--- src/owbm_pkg.sv ---
package owbm_pkg;

    localparam int CFG_BITS   = 10;
    localparam int CFG_COUNT  = 8;
    localparam int CFG_IDX_W  = 3;
    localparam int BIT_IDX_W  = 3;

    // command kinds carried in an input item
    localparam logic [1:0] KIND_TICK  = 2'd0;
    localparam logic [1:0] KIND_RESET = 2'd1;
    localparam logic [1:0] KIND_WRITE = 2'd2;
    localparam logic [1:0] KIND_READ  = 2'd3;

    // configuration register indexes
    localparam logic [CFG_IDX_W-1:0] CFG_RESET_LOW     = 3'd0;
    localparam logic [CFG_IDX_W-1:0] CFG_PRESENCE_WAIT = 3'd1;
    localparam logic [CFG_IDX_W-1:0] CFG_RESET_TAIL    = 3'd2;
    localparam logic [CFG_IDX_W-1:0] CFG_WRITE_LOW     = 3'd3;
    localparam logic [CFG_IDX_W-1:0] CFG_WRITE_HOLD    = 3'd4;
    localparam logic [CFG_IDX_W-1:0] CFG_WRITE_RECOVER = 3'd5;
    localparam logic [CFG_IDX_W-1:0] CFG_READ_LOW      = 3'd6;
    localparam logic [CFG_IDX_W-1:0] CFG_READ_SAMPLE   = 3'd7;

    // register reset values, in microseconds
    localparam logic [CFG_BITS-1:0] RST_RESET_LOW     = 10'd480;
    localparam logic [CFG_BITS-1:0] RST_PRESENCE_WAIT = 10'd70;
    localparam logic [CFG_BITS-1:0] RST_RESET_TAIL    = 10'd410;
    localparam logic [CFG_BITS-1:0] RST_WRITE_LOW     = 10'd6;
    localparam logic [CFG_BITS-1:0] RST_WRITE_HOLD    = 10'd54;
    localparam logic [CFG_BITS-1:0] RST_WRITE_RECOVER = 10'd10;
    localparam logic [CFG_BITS-1:0] RST_READ_LOW      = 10'd5;
    localparam logic [CFG_BITS-1:0] RST_READ_SAMPLE   = 10'd10;

    // fixed wait after a read sample
    localparam logic [CFG_BITS-1:0] READ_TAIL_US = 10'd55;
    localparam logic [BIT_IDX_W-1:0] LAST_BIT    = 3'd7;

    typedef struct packed {
        logic [1:0] kind;
        logic [7:0] data_byte;
        logic       line_level;
    } in_item_t;

    typedef struct packed {
        logic       drive_low;
        logic       busy_res;
        logic       done_res;
        logic       presence;
        logic [7:0] read_byte;
        logic       rejected;
    } out_item_t;

endpackage

--- src/onewire_bus_master_core.sv ---
// 1-Wire bus master core.
// The result item for an accepted input item is in the output register in the next cycle.
// Throughput: one item per cycle; the output register lets a new item in while a
// result is still being taken, so only a stalled result with a full register stops input.
// Reset (aresetn low, synchronous): phase idle, line released, flags and read byte
// cleared, timing registers back to their standard values, output register empty.
module onewire_bus_master_core #(
    parameter int TIMER_BITS = 10
) (
    input  logic                                aclk,
    input  logic                                aresetn,
    // input items: ticks and commands
    input  logic                                s_valid,
    output logic                                s_ready,
    input  owbm_pkg::in_item_t                  s_data,
    // result items, one per input item
    output logic                                m_valid,
    input  logic                                m_ready,
    output owbm_pkg::out_item_t                 m_data,
    // timing register writes
    input  logic                                cfg_we,
    input  logic [owbm_pkg::CFG_IDX_W-1:0]      cfg_index,
    input  logic [owbm_pkg::CFG_BITS-1:0]       cfg_data
);

    // phase codes
    localparam logic [3:0] PH_IDLE     = 4'd0;
    localparam logic [3:0] PH_RST_LOW  = 4'd1;
    localparam logic [3:0] PH_RST_WAIT = 4'd2;
    localparam logic [3:0] PH_RST_TAIL = 4'd3;
    localparam logic [3:0] PH_WR_LOW   = 4'd4;
    localparam logic [3:0] PH_WR_HOLD  = 4'd5;
    localparam logic [3:0] PH_WR_REC   = 4'd6;
    localparam logic [3:0] PH_RD_LOW   = 4'd7;
    localparam logic [3:0] PH_RD_WAIT  = 4'd8;
    localparam logic [3:0] PH_RD_TAIL  = 4'd9;

    // timing registers
    logic [owbm_pkg::CFG_BITS-1:0] cfg_reg [owbm_pkg::CFG_COUNT];

    // bus state
    logic [3:0]                       phase_reg,    phase_next;
    logic [TIMER_BITS-1:0]            timer_reg,    timer_next;
    logic [owbm_pkg::BIT_IDX_W-1:0]   bit_idx_reg,  bit_idx_next;
    logic [7:0]                       shift_reg,    shift_next;
    logic                             drive_reg,    drive_next;
    logic                             presence_reg, presence_next;
    logic [7:0]                       rd_byte_reg,  rd_byte_next;

    // output register
    logic                             m_valid_reg;
    owbm_pkg::out_item_t              m_data_reg, m_data_next;

    logic accept;
    logic expired;
    logic done_w;
    logic rejected_w;
    logic last_bit;

    assign s_ready = !m_valid_reg || m_ready;
    assign accept  = s_valid && s_ready;
    assign m_valid = m_valid_reg;
    assign m_data  = m_data_reg;

    // a loaded zero counts like one: the phase ends on the first tick
    assign expired  = (timer_reg <= TIMER_BITS'(1));
    assign last_bit = (bit_idx_reg >= owbm_pkg::LAST_BIT);

    always_ff @(posedge aclk) begin
        if (!aresetn) begin
            cfg_reg[owbm_pkg::CFG_RESET_LOW]     <= owbm_pkg::RST_RESET_LOW;
            cfg_reg[owbm_pkg::CFG_PRESENCE_WAIT] <= owbm_pkg::RST_PRESENCE_WAIT;
            cfg_reg[owbm_pkg::CFG_RESET_TAIL]    <= owbm_pkg::RST_RESET_TAIL;
            cfg_reg[owbm_pkg::CFG_WRITE_LOW]     <= owbm_pkg::RST_WRITE_LOW;
            cfg_reg[owbm_pkg::CFG_WRITE_HOLD]    <= owbm_pkg::RST_WRITE_HOLD;
            cfg_reg[owbm_pkg::CFG_WRITE_RECOVER] <= owbm_pkg::RST_WRITE_RECOVER;
            cfg_reg[owbm_pkg::CFG_READ_LOW]      <= owbm_pkg::RST_READ_LOW;
            cfg_reg[owbm_pkg::CFG_READ_SAMPLE]   <= owbm_pkg::RST_READ_SAMPLE;
        end else if (cfg_we) begin
            cfg_reg[cfg_index] <= cfg_data;
        end
    end

    // next bus state for the item at the input
    always_comb begin
        phase_next    = phase_reg;
        timer_next    = timer_reg;
        bit_idx_next  = bit_idx_reg;
        shift_next    = shift_reg;
        drive_next    = drive_reg;
        presence_next = presence_reg;
        rd_byte_next  = rd_byte_reg;
        done_w        = 1'b0;
        rejected_w    = 1'b0;

        if (s_data.kind != owbm_pkg::KIND_TICK) begin
            if (phase_reg != PH_IDLE) begin
                // command while busy: flag it, otherwise no effect
                rejected_w = 1'b1;
            end else begin
                bit_idx_next = '0;
                drive_next   = 1'b1;
                case (s_data.kind)
                    owbm_pkg::KIND_RESET: begin
                        phase_next = PH_RST_LOW;
                        timer_next = TIMER_BITS'(cfg_reg[owbm_pkg::CFG_RESET_LOW]);
                    end
                    owbm_pkg::KIND_WRITE: begin
                        shift_next = s_data.data_byte;
                        phase_next = PH_WR_LOW;
                        timer_next = TIMER_BITS'(cfg_reg[owbm_pkg::CFG_WRITE_LOW]);
                    end
                    default: begin
                        shift_next = '0;
                        phase_next = PH_RD_LOW;
                        timer_next = TIMER_BITS'(cfg_reg[owbm_pkg::CFG_READ_LOW]);
                    end
                endcase
            end
        end else if (phase_reg != PH_IDLE) begin
            timer_next = expired ? '0 : timer_reg - TIMER_BITS'(1);
            if (expired) begin
                case (phase_reg)
                    PH_RST_LOW: begin
                        phase_next = PH_RST_WAIT;
                        timer_next = TIMER_BITS'(cfg_reg[owbm_pkg::CFG_PRESENCE_WAIT]);
                        drive_next = 1'b0;
                    end
                    PH_RST_WAIT: begin
                        // a device answers by holding the line low
                        presence_next = !s_data.line_level;
                        phase_next    = PH_RST_TAIL;
                        timer_next    = TIMER_BITS'(cfg_reg[owbm_pkg::CFG_RESET_TAIL]);
                        drive_next    = 1'b0;
                    end
                    PH_RST_TAIL: begin
                        phase_next = PH_IDLE;
                        timer_next = '0;
                        drive_next = 1'b0;
                        done_w     = 1'b1;
                    end
                    PH_WR_LOW: begin
                        // zero bit keeps the line low for the hold time
                        phase_next = PH_WR_HOLD;
                        timer_next = TIMER_BITS'(cfg_reg[owbm_pkg::CFG_WRITE_HOLD]);
                        drive_next = !shift_reg[0];
                    end
                    PH_WR_HOLD: begin
                        phase_next = PH_WR_REC;
                        timer_next = TIMER_BITS'(cfg_reg[owbm_pkg::CFG_WRITE_RECOVER]);
                        drive_next = 1'b0;
                    end
                    PH_WR_REC: begin
                        if (last_bit) begin
                            phase_next = PH_IDLE;
                            timer_next = '0;
                            drive_next = 1'b0;
                            done_w     = 1'b1;
                        end else begin
                            bit_idx_next = bit_idx_reg + 1'b1;
                            shift_next   = {1'b0, shift_reg[7:1]};
                            phase_next   = PH_WR_LOW;
                            timer_next   = TIMER_BITS'(cfg_reg[owbm_pkg::CFG_WRITE_LOW]);
                            drive_next   = 1'b1;
                        end
                    end
                    PH_RD_LOW: begin
                        phase_next = PH_RD_WAIT;
                        timer_next = TIMER_BITS'(cfg_reg[owbm_pkg::CFG_READ_SAMPLE]);
                        drive_next = 1'b0;
                    end
                    PH_RD_WAIT: begin
                        // LSB first: each sample enters at the top
                        shift_next = {s_data.line_level, shift_reg[7:1]};
                        phase_next = PH_RD_TAIL;
                        timer_next = TIMER_BITS'(owbm_pkg::READ_TAIL_US);
                        drive_next = 1'b0;
                    end
                    PH_RD_TAIL: begin
                        if (last_bit) begin
                            rd_byte_next = shift_reg;
                            phase_next   = PH_IDLE;
                            timer_next   = '0;
                            drive_next   = 1'b0;
                            done_w       = 1'b1;
                        end else begin
                            bit_idx_next = bit_idx_reg + 1'b1;
                            phase_next   = PH_RD_LOW;
                            timer_next   = TIMER_BITS'(cfg_reg[owbm_pkg::CFG_READ_LOW]);
                            drive_next   = 1'b1;
                        end
                    end
                    default: begin
                        phase_next = PH_IDLE;
                        timer_next = '0;
                        drive_next = 1'b0;
                    end
                endcase
            end
        end

        m_data_next.drive_low = drive_next;
        m_data_next.busy_res  = (phase_next != PH_IDLE);
        m_data_next.done_res  = done_w;
        m_data_next.presence  = presence_next;
        m_data_next.read_byte = rd_byte_next;
        m_data_next.rejected  = rejected_w;
    end

    always_ff @(posedge aclk) begin
        if (!aresetn) begin
            phase_reg    <= PH_IDLE;
            timer_reg    <= '0;
            bit_idx_reg  <= '0;
            shift_reg    <= '0;
            drive_reg    <= 1'b0;
            presence_reg <= 1'b0;
            rd_byte_reg  <= '0;
        end else if (accept) begin
            phase_reg    <= phase_next;
            timer_reg    <= timer_next;
            bit_idx_reg  <= bit_idx_next;
            shift_reg    <= shift_next;
            drive_reg    <= drive_next;
            presence_reg <= presence_next;
            rd_byte_reg  <= rd_byte_next;
        end
    end

    // result register: loads on every accepted item, empties when taken
    always_ff @(posedge aclk) begin
        if (!aresetn) begin
            m_valid_reg <= 1'b0;
        end else if (accept) begin
            m_valid_reg <= 1'b1;
        end else if (m_ready) begin
            m_valid_reg <= 1'b0;
        end
    end

    always_ff @(posedge aclk) begin
        if (accept) begin
            m_data_reg <= m_data_next;
        end
    end

endmodule

--- config.mk ---
export PLATFORM = sky130hd
export DESIGN_NAME = onewire_bus_master_core
export DESIGN_NICKNAME = d
export VERILOG_FILES = /design/src/owbm_pkg.sv /design/src/onewire_bus_master_core.sv
export SDC_FILE = /design/constraint.sdc
export NUM_CORES = 1
export LEC_CHECK = 0
export BUFFER_PORTS_ARGS = -buffer_cell sky130_fd_sc_hd__buf_2
export CAP_MARGIN = 30
export CORE_MARGIN = 10
export CORE_UTILIZATION = 65
export DETAILED_ROUTE_END_ITERATION = 8
export GPL_ROUTABILITY_DRIVEN = 0
export PLACE_DENSITY_LB_ADDON = 0.1
export SLEW_MARGIN = 5
export SYNTH_ARGS = -nofsm -noshare
export SYNTH_HDL_FRONTEND = slang
export SYNTH_SLANG_ARGS = --single-unit
--- constraint.sdc ---
create_clock -name aclk -period 6.6 [get_ports aclk]
set_input_delay 1.98 -clock aclk [delete_from_list [all_inputs] [get_ports aclk]]
set_output_delay 1.98 -clock aclk [all_outputs]
set_load 0.01 [all_outputs]
==> results list, run 1 <==
- The via count of the first global-routing pass is 5042.
* Detailed-placement wirelength estimate: 11.7 mm
- The run finished with clean final reports.
- Of the total synthesized cell area, the portion taken by full adders, half adders and majority gates is 0.0150.
* Synthesized netlist net count: 655
* Gate power share: 0.176
* Part of the power in registers: 0.433
- Starting utilization of the core area: 0.675
- The internal portion of the total power is 1.61 mW.
* Count of inserted antenna diode cells: 0
* Post-detailed-route wirelength per cell: 21.3 µm
- In this run the power spent charging and discharging nets is 0.650 mW.
- Detailed routing inserted a total of 5209 vias.
- TritonCTS clock tree: done
- The largest individual stage delay along the critical path comes from the cell sky130_fd_sc_hd__nand2b_1.
- Synth Area in Compound Gates: 0.178
- Derived from the worst setup path, the maximum achievable clock frequency is 0.227 GHz.
- Number of warnings issued by yosys: 0
* Number of filler instances in the final layout: 662
- Arrival time at the worst endpoint: 2.43 ns
- Die footprint: 14700 µm²
- Of the total power, the share spent switching nets is 0.288.
- Max Buffers Root-to-Sink: 2
- The worst setup path is launched from an input pin.
- Static power due to leakage: 2.67 nW
- Area of the core region: 9860 µm²
- For this run, design rule violations remaining after detail routing come to 0.
- In the global route stage, overall resource usage came out at 0.235.
- On the worst path, the slowest cell contributes a delay of 0.19 ns.
- Portion of the clock cycle consumed by the worst path in the final layout: 0.668
- After the first detailed-routing iteration, the DRC count stood at 687.
- In the layout the commonest cells are sky130_fd_sc_hd__edfxtp_1, sky130_fd_sc_hd__and2_1, sky130_fd_sc_hd__nor2_1.
* Final number of setup-violating endpoints: 0
* CP bufs+invs: 2
- Flop and latch count out of synthesis: 129
- Dominant combinational cell family by area after synthesis: simple AND/OR/NAND/NOR gates
* Setup TNS: 0 ns
* Cell total after placement: 760
- Dividing total power by cell area gives a power density of 301 nW/µm².
- A synthesized cell averages 10.8 µm².
- In this design, the critical path's most frequently occurring cell is sky130_fd_sc_hd__buf_2.
- Final Skew: 0.0105 ns
- Total Wirelength: 16.9 mm
- For this design the top-level I/O count stands at 44.
- NumNets Final: 683
- The setup path with the least slack is of type in -> out.
* Remaining antenna violation count after routing: 0
- Number of rows created at floorplan: 36
- GR Overflow Total: 0
- Cell-by-cell listing of the critical path: buf_2 -> nand2b_1 -> buf_2
- In this run the worst path has a maximum fanout of 5.
* Sequential element share of the synthesized area: 0.527
- Number of clock sinks seen by CTS: 129
- Worst-skew pair later-pin latency: 0.53 ns
* Number of cells upsized or downsized after cts: 0
* Data required time at the worst endpoint: 4.62 ns
- Of the post-synthesis cell area, the part taken by muxes is 0.0494.
- Max-cap violations in this run came to 0.
* Family with the most delay on the worst path: buffers and inverters
- Summing internal, switching and leakage power gives 2.26 mW.
* # hold bufs at CTS: 0
- After detailed routing, the number of vias per cell comes to 6.58.
- Number of distinct library cells after synthesis: 70
- Input/output buffers: 43
- Clock root buffer: sky130_fd_sc_hd__clkbuf_8
- Leaving out filler cells and counting taps, the final layout contains 792.
- Post-synth top flop: sky130_fd_sc_hd__edfxtp_1
- The count of pins over their slew limit came to 0.
* Final critical-path required period: 4.41 ns
* Die Ht: 121 µm
- In this run, synthesis inferred 93 flip-flops with an integrated enable.
- Entering global routing, the biggest net connects 39 pins.
- Worst VDD drop: 0.000171 V
* Post-CTS setup-driven buffer insertion count: 0
* Commonest non-fill, non-tap cell in the layout: sky130_fd_sc_hd__edfxtp_1
- Ys async rst share: 0
* Inserted Clock Buffers: 17
- In this run the number of H-tree levels came out at 4.
- Clock-pin slew was measured on the worst setup and hold paths at 0.06 ns.
- The tightest hold path in the finished design has a slack of 0.499 ns.
- RSZ-0062 raised after global routing: no
- In the final layout, the share of cells above drive strength 1 is 0.184.
- Least-Margin Pin Slew: 0.974 ns
* Max reg flops: 80
* Tightest slew margin relative to the limit: 0.346
- Measured along the x axis, the die boundary spans 121 µm.
* Number of antenna violations at the first check in global routing: 0
* Post-synthesis instance total: 618
- The worst setup path is captured at an output pin.
- Of the total power, the clock network draws 0.391.
* Iteration count of the initial detailed-routing pass: 5
- Type of the tightest min-delay check: reg -> reg
- Cell area after technology mapping: 6660 µm²
- Area share of xor/xnor cells in the synthesized design: 0.00394
- The first global-routing pass estimated 27.0 mm of wire.
- Area overhead of the layout relative to synthesis: 12.8%
- Basic-gate share of the synthesized area counting and, or, nand and nor cells: 0.193
* Final hold viol count: 0
==> final cells by class <==
cell class	count	area, µm²	area share
Tap cell	133	166	0.0221
Timing Repair Buffer	53	303	0.0403
Sequential cell	129	3510	0.468
Clock buffer	23	499	0.0664
Clock inverter	9	68.8	0.00916
Multi-Input combinational cell	435	2930	0.389
Inverter	10	37.5	0.00500
==> per-layer routing <==
metal  vias up  track usage  routed length (µm)  share of wire
li1       2408            -                   -              -
met4         0       0.0909                 454          0.027
met2       300        0.375                7970           0.47
met5         -            0                   0              0
met1      2459        0.307                7010           0.41
met3        42       0.0489                1460          0.086
==> tightest hold or removal path, delay by kind of cell (launching register included) <==
family,cells,cell delay [ns]
simple gates,1,0.07
flops,1,0.33
mux,1,0.07
==> final timing paths <==
| path | startpoint | end | slack [ns] | cells after the start |
|---|---|---|---|---|
| worst min register to register | rd_byte_reg[6] | rd_byte_reg[6] | 0.50 | 2 |
| worst min-delay path | rd_byte_reg[6] | rd_byte_reg[6] | 0.50 | 2 |
| worst max-delay path | m_ready | s_ready | 2.19 | 3 |
| worst max register to register | phase_reg[3] | timer_reg[0] | 3.45 | 6 |
==> power by group through the flow <==
| stage | logic, mW | clock network, mW | registers, mW |
|---|---|---|---|
| floorplan | 0.289 | 0 | 0.977 |
| global placement | 0.366 | 0 | 0.996 |
| detailed placement | 0.386 | 0 | 0.993 |
| CTS | 0.391 | 0.884 | 0.977 |
| global route | 0.429 | 0.925 | 0.984 |
| finish | 0.397 | 0.883 | 0.979 |
==> cells by family (layout without fill, tap and decap cells) <==
logic type               after synthesis  after routing
AO/OA/AOI/OAI                        169            169
XOR/XNOR                               3              3
adder cells (fa/ha/maj)                8              8
buffers and inverters                 54             95
flip-flops                           129            129
multiplexers                          31             31
AND/OR/NAND/NOR                      224            224
==> cell usage after synthesis, types with 7 or more instances <==
master | number | area [µm²]
sky130_fd_sc_hd__a221oi_1 | 13 | 114
sky130_fd_sc_hd__a31oi_1 | 14 | 87.6
sky130_fd_sc_hd__clkbuf_1 | 32 | 120
sky130_fd_sc_hd__edfxtp_1 | 93 | 2790
sky130_fd_sc_hd__inv_1 | 10 | 37.5
sky130_fd_sc_hd__a211oi_1 | 12 | 90.1
sky130_fd_sc_hd__nand3_1 | 15 | 75.1
sky130_fd_sc_hd__nand2b_1 | 13 | 81.3
sky130_fd_sc_hd__nor2b_1 | 11 | 68.8
sky130_fd_sc_hd__ha_1 | 8 | 100
sky130_fd_sc_hd__o21ai_0 | 34 | 170
sky130_fd_sc_hd__a31o_2 | 7 | 61.3
sky130_fd_sc_hd__buf_2 | 10 | 50.1
sky130_fd_sc_hd__mux2i_1 | 16 | 160
sky130_fd_sc_hd__mux2_2 | 15 | 169
sky130_fd_sc_hd__or3_1 | 17 | 106
sky130_fd_sc_hd__nor2_1 | 53 | 199
sky130_fd_sc_hd__a21oi_1 | 29 | 145
sky130_fd_sc_hd__and2_1 | 57 | 357
sky130_fd_sc_hd__a22oi_1 | 20 | 150
sky130_fd_sc_hd__nand2_1 | 20 | 75.1
sky130_fd_sc_hd__nor3_1 | 12 | 60.1
sky130_fd_sc_hd__dfxtp_1 | 36 | 721
==> per-stage QoR <==
step                      worst slack (ns)  utilization  cell area, µm²
after floorplan                       2.44            -            6660
after CTS                             2.18        0.762            7510
final                                 2.19        0.762            7510
after global routing                  2.12        0.762            7510
after global placement                2.19        0.699            6900
after detailed placement              1.93        0.704            6950
Note: power is estimated with default switching activity, not from simulation.
==> run 2, diff against run 1 <==
--- a/config.mk
+++ b/config.mk
@@ -8,7 +8,7 @@
 export BUFFER_PORTS_ARGS = -buffer_cell sky130_fd_sc_hd__buf_2
 export CAP_MARGIN = 30
 export CORE_MARGIN = 10
-export CORE_UTILIZATION = 65
+export CORE_UTILIZATION = 55
 export DETAILED_ROUTE_END_ITERATION = 8
 export GPL_ROUTABILITY_DRIVEN = 0
 export PLACE_DENSITY_LB_ADDON = 0.1
==> constraint.sdc (replaced) <==
create_clock -name aclk -period 3.8 [get_ports aclk]
set_input_delay 1.14 -clock aclk [delete_from_list [all_inputs] [get_ports aclk]]
set_output_delay 1.14 -clock aclk [all_outputs]
set_load 0.01 [all_outputs]
==> results list, run 2 (synthesis gave the netlist of run 1 again) <==
- From left edge to right edge, the die measures 130 µm.
- CP max-delay cell: sky130_fd_sc_hd__nand2b_1
- Summed over all layers, the global routing overflow is 0.
- Crit path top cell by count: sky130_fd_sc_hd__buf_2
- In this run the static leakage power is 2.71 nW.
- The die covers 16900 µm².
- Counting the buffers created by CTS gives 17.
- Critical Setup Path Class: in -> out
- The first detailed-routing pass took 6 iterations.
* Type of the tightest min-delay check: reg -> reg
* Initial DRC count: 467
- Post-CTS repair changed the size of 0 cells.
- Largest fanout of any net on the critical path: 5
- Wire length of the first global-routing pass: 28.0 mm
- Total of max-cap violations: 0
- The worst hold path begins at rd_byte_reg[3].
- The number of antenna diodes in the final layout is 0.
* Slowest cell delay on critical path: 0.20 ns
* Number of rows created at floorplan: 40
- After legalization and detailed placement, the total HPWL measured 12.1 mm.
* Vias: 5146
- Starting utilization of the core area: 0.559
* Input/output buffers: 43
- Least-Margin Pin Slew: 0.831 ns
* Clock root buffer: sky130_fd_sc_hd__clkbuf_16
- The H-tree was split into 4 levels.
* Outcome: completed
- The count of pins over their slew limit came to 0.
* Io pins: 44
* Overall track demand over capacity in global routing: 0.216
* Min Hold Slack: 0.489 ns
- Setup total negative slack on the finished layout was measured at 0 ns.
- Min-Delay Path Depth: 2
* Die Ht: 130 µm
* Final hold viol count: 0
* End point of the worst hold path: rd_byte_reg[3]
- Data required time at the worst endpoint: 2.66 ns
* Largest net degree at the start of global routing: 29
* Vias in the first global route: 5103
- In this run the register-to-register setup slack is 1.05 ns.
- In the finished design, the share of the clock period the worst path needs comes to 0.725.
- Power Density: 524 nW/µm²
- Final number of setup-violating endpoints: 0
* Clock-pin slew on the worst setup and hold paths: 0.05 ns
- The worst register-to-register path ends at timer_reg[4].
- Post-CTS setup-driven buffer insertion count: 0
- The floorplan step defined a core boundary enclosing 11900 µm².
* Total Wirelength: 17.3 mm
- DRC: 0
- Category of the worst setup path capture point: output pin
- The smallest clock period supported by the final layout is computed as 2.76 ns.
- The register with the most flip-flops in the layout has 80 of them.
- Highest-count cells in the layout ignoring fill and taps: sky130_fd_sc_hd__edfxtp_1, sky130_fd_sc_hd__and2_1, sky130_fd_sc_hd__nor2_1
* Worst VDD drop: 0.000254 V
* # hold bufs at CTS: 0
* Register-to-Register Path Depth: 7
- NumNets Final: 693
* Commonest non-fill, non-tap cell in the layout: sky130_fd_sc_hd__edfxtp_1
- Counting along the longest clock path gives a buffer depth of 2.
- The worst register-to-register path begins at phase_reg[0].
* Remaining antenna violation count after routing: 0
- Between clock sinks in the finished design, the worst skew comes to 0.00662 ns.
- Ratio of routed vias to standard cells: 6.31
* Area overhead of the layout relative to synthesis: 14.0%
- Summing internal, switching and leakage power gives 3.98 mW.
* Post-detailed-route wirelength per cell: 21.2 µm
* TritonCTS clock tree: done
* Arrival time at the worst endpoint: 1.62 ns
- Timing would allow up to 0.363 GHz.
- For the worst-skew pair, the clock arrives at the later sink with an insertion delay of 0.42 ns.
* RSZ-0062 raised after global routing: no
- In the final layout, the share of cells above drive strength 1 is 0.190.
- Tightest slew margin relative to the limit: 0.445
- Cell-by-cell listing of the critical path: buf_2 -> nand2b_1 -> buf_2
- Number of antenna violations at the first check in global routing: 0
* Critical Path Start Type: input pin
- Number of clock sinks seen by CTS: 129
run 2: final cells by class:
| class | count | area, µm² |
|---|---|---|
| clock buffer | 26 | 489 |
| sequential | 129 | 3510 |
| inverter | 10 | 37.5 |
| timing repair buffer | 63 | 365 |
| multi-input combinational | 435 | 2930 |
| tap | 147 | 184 |
| clock inverter | 6 | 82.6 |
| fill | 976 | 4310 |
run 2: per-layer routing:
| layer | global-route usage | share of wire |
|---|---|---|
| met4 | 0.0906 | 0.026 |
| met1 | 0.279 | 0.43 |
| met5 | 0 | 0 |
| met2 | 0.340 | 0.48 |
| met3 | 0.0531 | 0.066 |
run 2: worst max path at each step:
stage	slack (ns)	cells after the start	endpoint	startpoint
finish	1.04	3	s_ready	m_ready
global route	0.85	7	timer_reg[4]	phase_reg[0]
CTS	1.04	3	s_ready	m_ready
detailed placement	0.71	7	m_data[11]	s_data[9]
global placement	0.73	8	timer_reg[0]	s_data[9]
floorplan	1.03	3	cfg_reg[2][0]	cfg_index[0]
run 2: through the flow:
step / setup slack [ns] / std cells / area (µm²) / utilization
after floorplan: 1.03 / 618 / 6660 / -
after global placement: 0.735 / 784 / 7030 / 0.590
after detailed placement: 0.706 / 784 / 7030 / 0.590
after CTS: 1.04 / 816 / 7600 / 0.638
after global routing: 0.848 / 816 / 7600 / 0.638
final: 1.04 / 816 / 7600 / 0.638
run 2: worst max-delay path, delay by kind of cell:
kind | cells | cell delay, ns
AND/OR/NAND/NOR | 1 | 0.20
buffers and inverters | 2 | 0.27
run 2: where the power goes:
part           leakage (nW)  switching (mW)  internal (mW)
logic                  1.23           0.424          0.264
registers              1.20          0.0936           1.61
clock network         0.278           0.571           1.01
==> run 3, diff against run 2 <==
==> constraint.sdc (replaced) <==
create_clock -name aclk -period 2.27 [get_ports aclk]
set_input_delay 0.681 -clock aclk [delete_from_list [all_inputs] [get_ports aclk]]
set_output_delay 0.681 -clock aclk [all_outputs]
set_load 0.01 [all_outputs]
==> results list, run 3 (synthesis gave the netlist of run 1 again) <==
* End point of the critical path: timer_reg[3]
* Io pins: 44
* Die footprint: 16900 µm²
* Achievable Freq: 0.471 GHz
* Overall track demand over capacity in global routing: 0.218
- Max-cap violations in this run came to 0.
* Critical Path Start Type: register
- Number of H-tree levels: 4
* Cell-by-cell listing of the critical path: buf_4 -> nor2b_1 -> a221oi_1 -> o32ai_1 -> a211oi_1 -> nor4_1
- Max Buffers Root-to-Sink: 2
- Final Skew: 0.0116 ns
* NumNets Final: 729
- Family with the most delay on the worst path: compound AO/OA/AOI/OAI gates
- Along the worst path, the maximum fanout reaches 19.
- DRC: 0
* Commonest non-fill, non-tap cell in the layout: sky130_fd_sc_hd__edfxtp_1
- Number of antenna violations at the first check in global routing: 0
* Die Ht: 130 µm
- The die is 130 µm wide.
- Starting utilization of the core area: 0.559
- Of the cells placed in the final design, the portion with a size suffix greater than 1 is 0.237.
- The routed layout has 5367 vias.
- Power after layout: 7.16 mW
- The critical path starts at phase_reg[1].
- After clock tree synthesis, the clock-pin slew on the worst setup and hold paths is 0.06 ns.
- The worst setup path is of the reg -> reg kind.
* Arrival time at the worst endpoint: 2.45 ns
- In the final layout, flip-flops and latches occupy 3510 µm².
* Remaining antenna violation count after routing: 0
- Input/output buffers: 43
- The initialized floorplan defines 40 standard-cell rows.
* Total Wirelength: 17.9 mm
- The tree is rooted in a sky130_fd_sc_hd__clkbuf_16.
- Summing all multi-input logic gate instances after layout gives 2930 µm².
* Number of filler instances in the final layout: 892
- Vias in the first global route: 5315
* Category of the worst setup path capture point: register
* Wire length of the first global-routing pass: 28.5 mm
- Worst-skew pair later-pin latency: 0.42 ns
- Largest net degree at the start of global routing: 27
* Area overhead of the layout relative to synthesis: 20.9%
* Portion of the clock cycle consumed by the worst path in the final layout: 0.935
- Inserted Clock Buffers: 17
- Iteration count of the initial detailed-routing pass: 7
- The run finished with clean final reports.
- IR analysis of the VDD net gives a maximum drop of 0.000605 V.
- Final number of setup-violating endpoints: 0
- In this design, the stage delay of the slowest critical-path cell is 0.49 ns.
- Setup TNS: 0 ns
- TritonCTS clock tree: done
- In this run the number of cells on the critical path is 6.
- Dividing the detail-routed via count by the number of cells gives 6.30.
* Final slew viol count: 0
- The number of buffers and inverters on the critical path is 1.
- Least-Margin Pin Slew: 0.566 ns
- Max reg flops: 80
- After the first detailed-routing iteration, the DRC count stood at 481.
- FF-to-FF End: timer_reg[3]
- Area of the core region: 11900 µm²
- The hold violation total from the final report came to 0.
* RSZ-0062 raised after global routing: no
- Tightest slew margin relative to the limit: 0.621
* Number of clock sinks seen by CTS: 129
- In this run the register-to-register setup slack is 0.15 ns.
* Type of the tightest min-delay check: in -> reg
- In the final routed layout, each cell accounts on average for 21.0 µm.
- Count of inserted antenna diode cells: 0
* Power Density: 888 nW/µm²
- GR Overflow Total: 0
* Critical R2R Launch: phase_reg[1]
- CP max-delay cell: sky130_fd_sc_hd__o32ai_1
- Data required time at the worst endpoint: 2.59 ns
* Highest-count cells in the layout ignoring fill and taps: sky130_fd_sc_hd__edfxtp_1, sky130_fd_sc_hd__and2_1, sky130_fd_sc_hd__nor2_1
* Register-to-Register Path Depth: 6
- Subtracting the final worst setup slack from the clock period gives 2.12 ns.
- The wire-length estimate of the detail-placed layout is 12.5 mm.
- In this run the static leakage power is 2.96 nW.
[run 3: cell count changes in the layout (fill, tap and decap cells not counted), sizes merged]
cell and change:
bufinv +1, buf +36, clkinvlp -1, inv +1, clkinv -1
[run 3: worst min path at each step]
stage | to | cells after the start | start
after floorplan | rd_byte_reg[0] | 2 | rd_byte_reg[0]
after CTS | presence_reg | 2 | s_data[0]
after detailed placement | rd_byte_reg[6] | 2 | rd_byte_reg[6]
final | presence_reg | 2 | s_data[0]
after global placement | rd_byte_reg[5] | 2 | rd_byte_reg[5]
after global routing | presence_reg | 2 | s_data[0]
[run 3: worst register-to-register path: stages (launching register included)]
cell and delay [ns]:
sky130_fd_sc_hd__dfxtp_1 0.34, sky130_fd_sc_hd__buf_4 0.24, sky130_fd_sc_hd__nor2b_1 0.37, sky130_fd_sc_hd__a221oi_1 0.14, sky130_fd_sc_hd__o32ai_1 0.49, sky130_fd_sc_hd__a211oi_1 0.17, sky130_fd_sc_hd__nor4_1 0.28
[run 3: metrics by stage]
stage / utilization / area [µm²] / std cells / hold WS [ns] / worst slack [ns]
global placement: 0.618 / 7360 / 819 / 0.469 / -0.105
global route: 0.676 / 8060 / 852 / 0.483 / 0.00647
finish: 0.676 / 8060 / 852 / 0.482 / 0.148
floorplan: - / 6660 / 618 / 0.456 / -0.0457
detailed placement: 0.618 / 7360 / 819 / 0.486 / -0.154
CTS: 0.674 / 8030 / 851 / 0.462 / 0.0240
[run 3: cell type report]
type	count	share of cell area
repair buffers	99	0.0898
multi-input cells	435	0.364
inverters	10	0.00466
clock inverters	6	0.0140
clock buffers	26	0.0685
well taps	147	0.0228
flip-flops and latches	129	0.436
[run 3: per-layer routing]
| layer | global-route usage | wire length [µm] | up-vias |
|---|---|---|---|
| met5 | 0 | 0 | - |
| met1 | 0.273 | 7750 | 2614 |
| met4 | 0.0827 | 434 | 0 |
| met3 | 0.0487 | 1090 | 40 |
| met2 | 0.360 | 8600 | 207 |
| li1 | - | - | 2506 |
[run 3: repair_timing]
action | 4_1_cts | 5_1_grt
endpoints found under the hold margin | 0 | 0
buffers inserted | 0 | 1
gates resized for setup | 0 | 2
setup endpoints to repair | 0 | 10
hold buffers | 0 | 0
[run 3: power by group]
| part | switching [mW] | total (mW) | internal, mW |
|---|---|---|---|
| clock network | 0.990 | 3.00 | 2.01 |
| registers | 0.133 | 2.83 | 2.70 |
| logic | 0.767 | 1.32 | 0.554 |
| total | 1.89 | 7.16 | 5.27 |
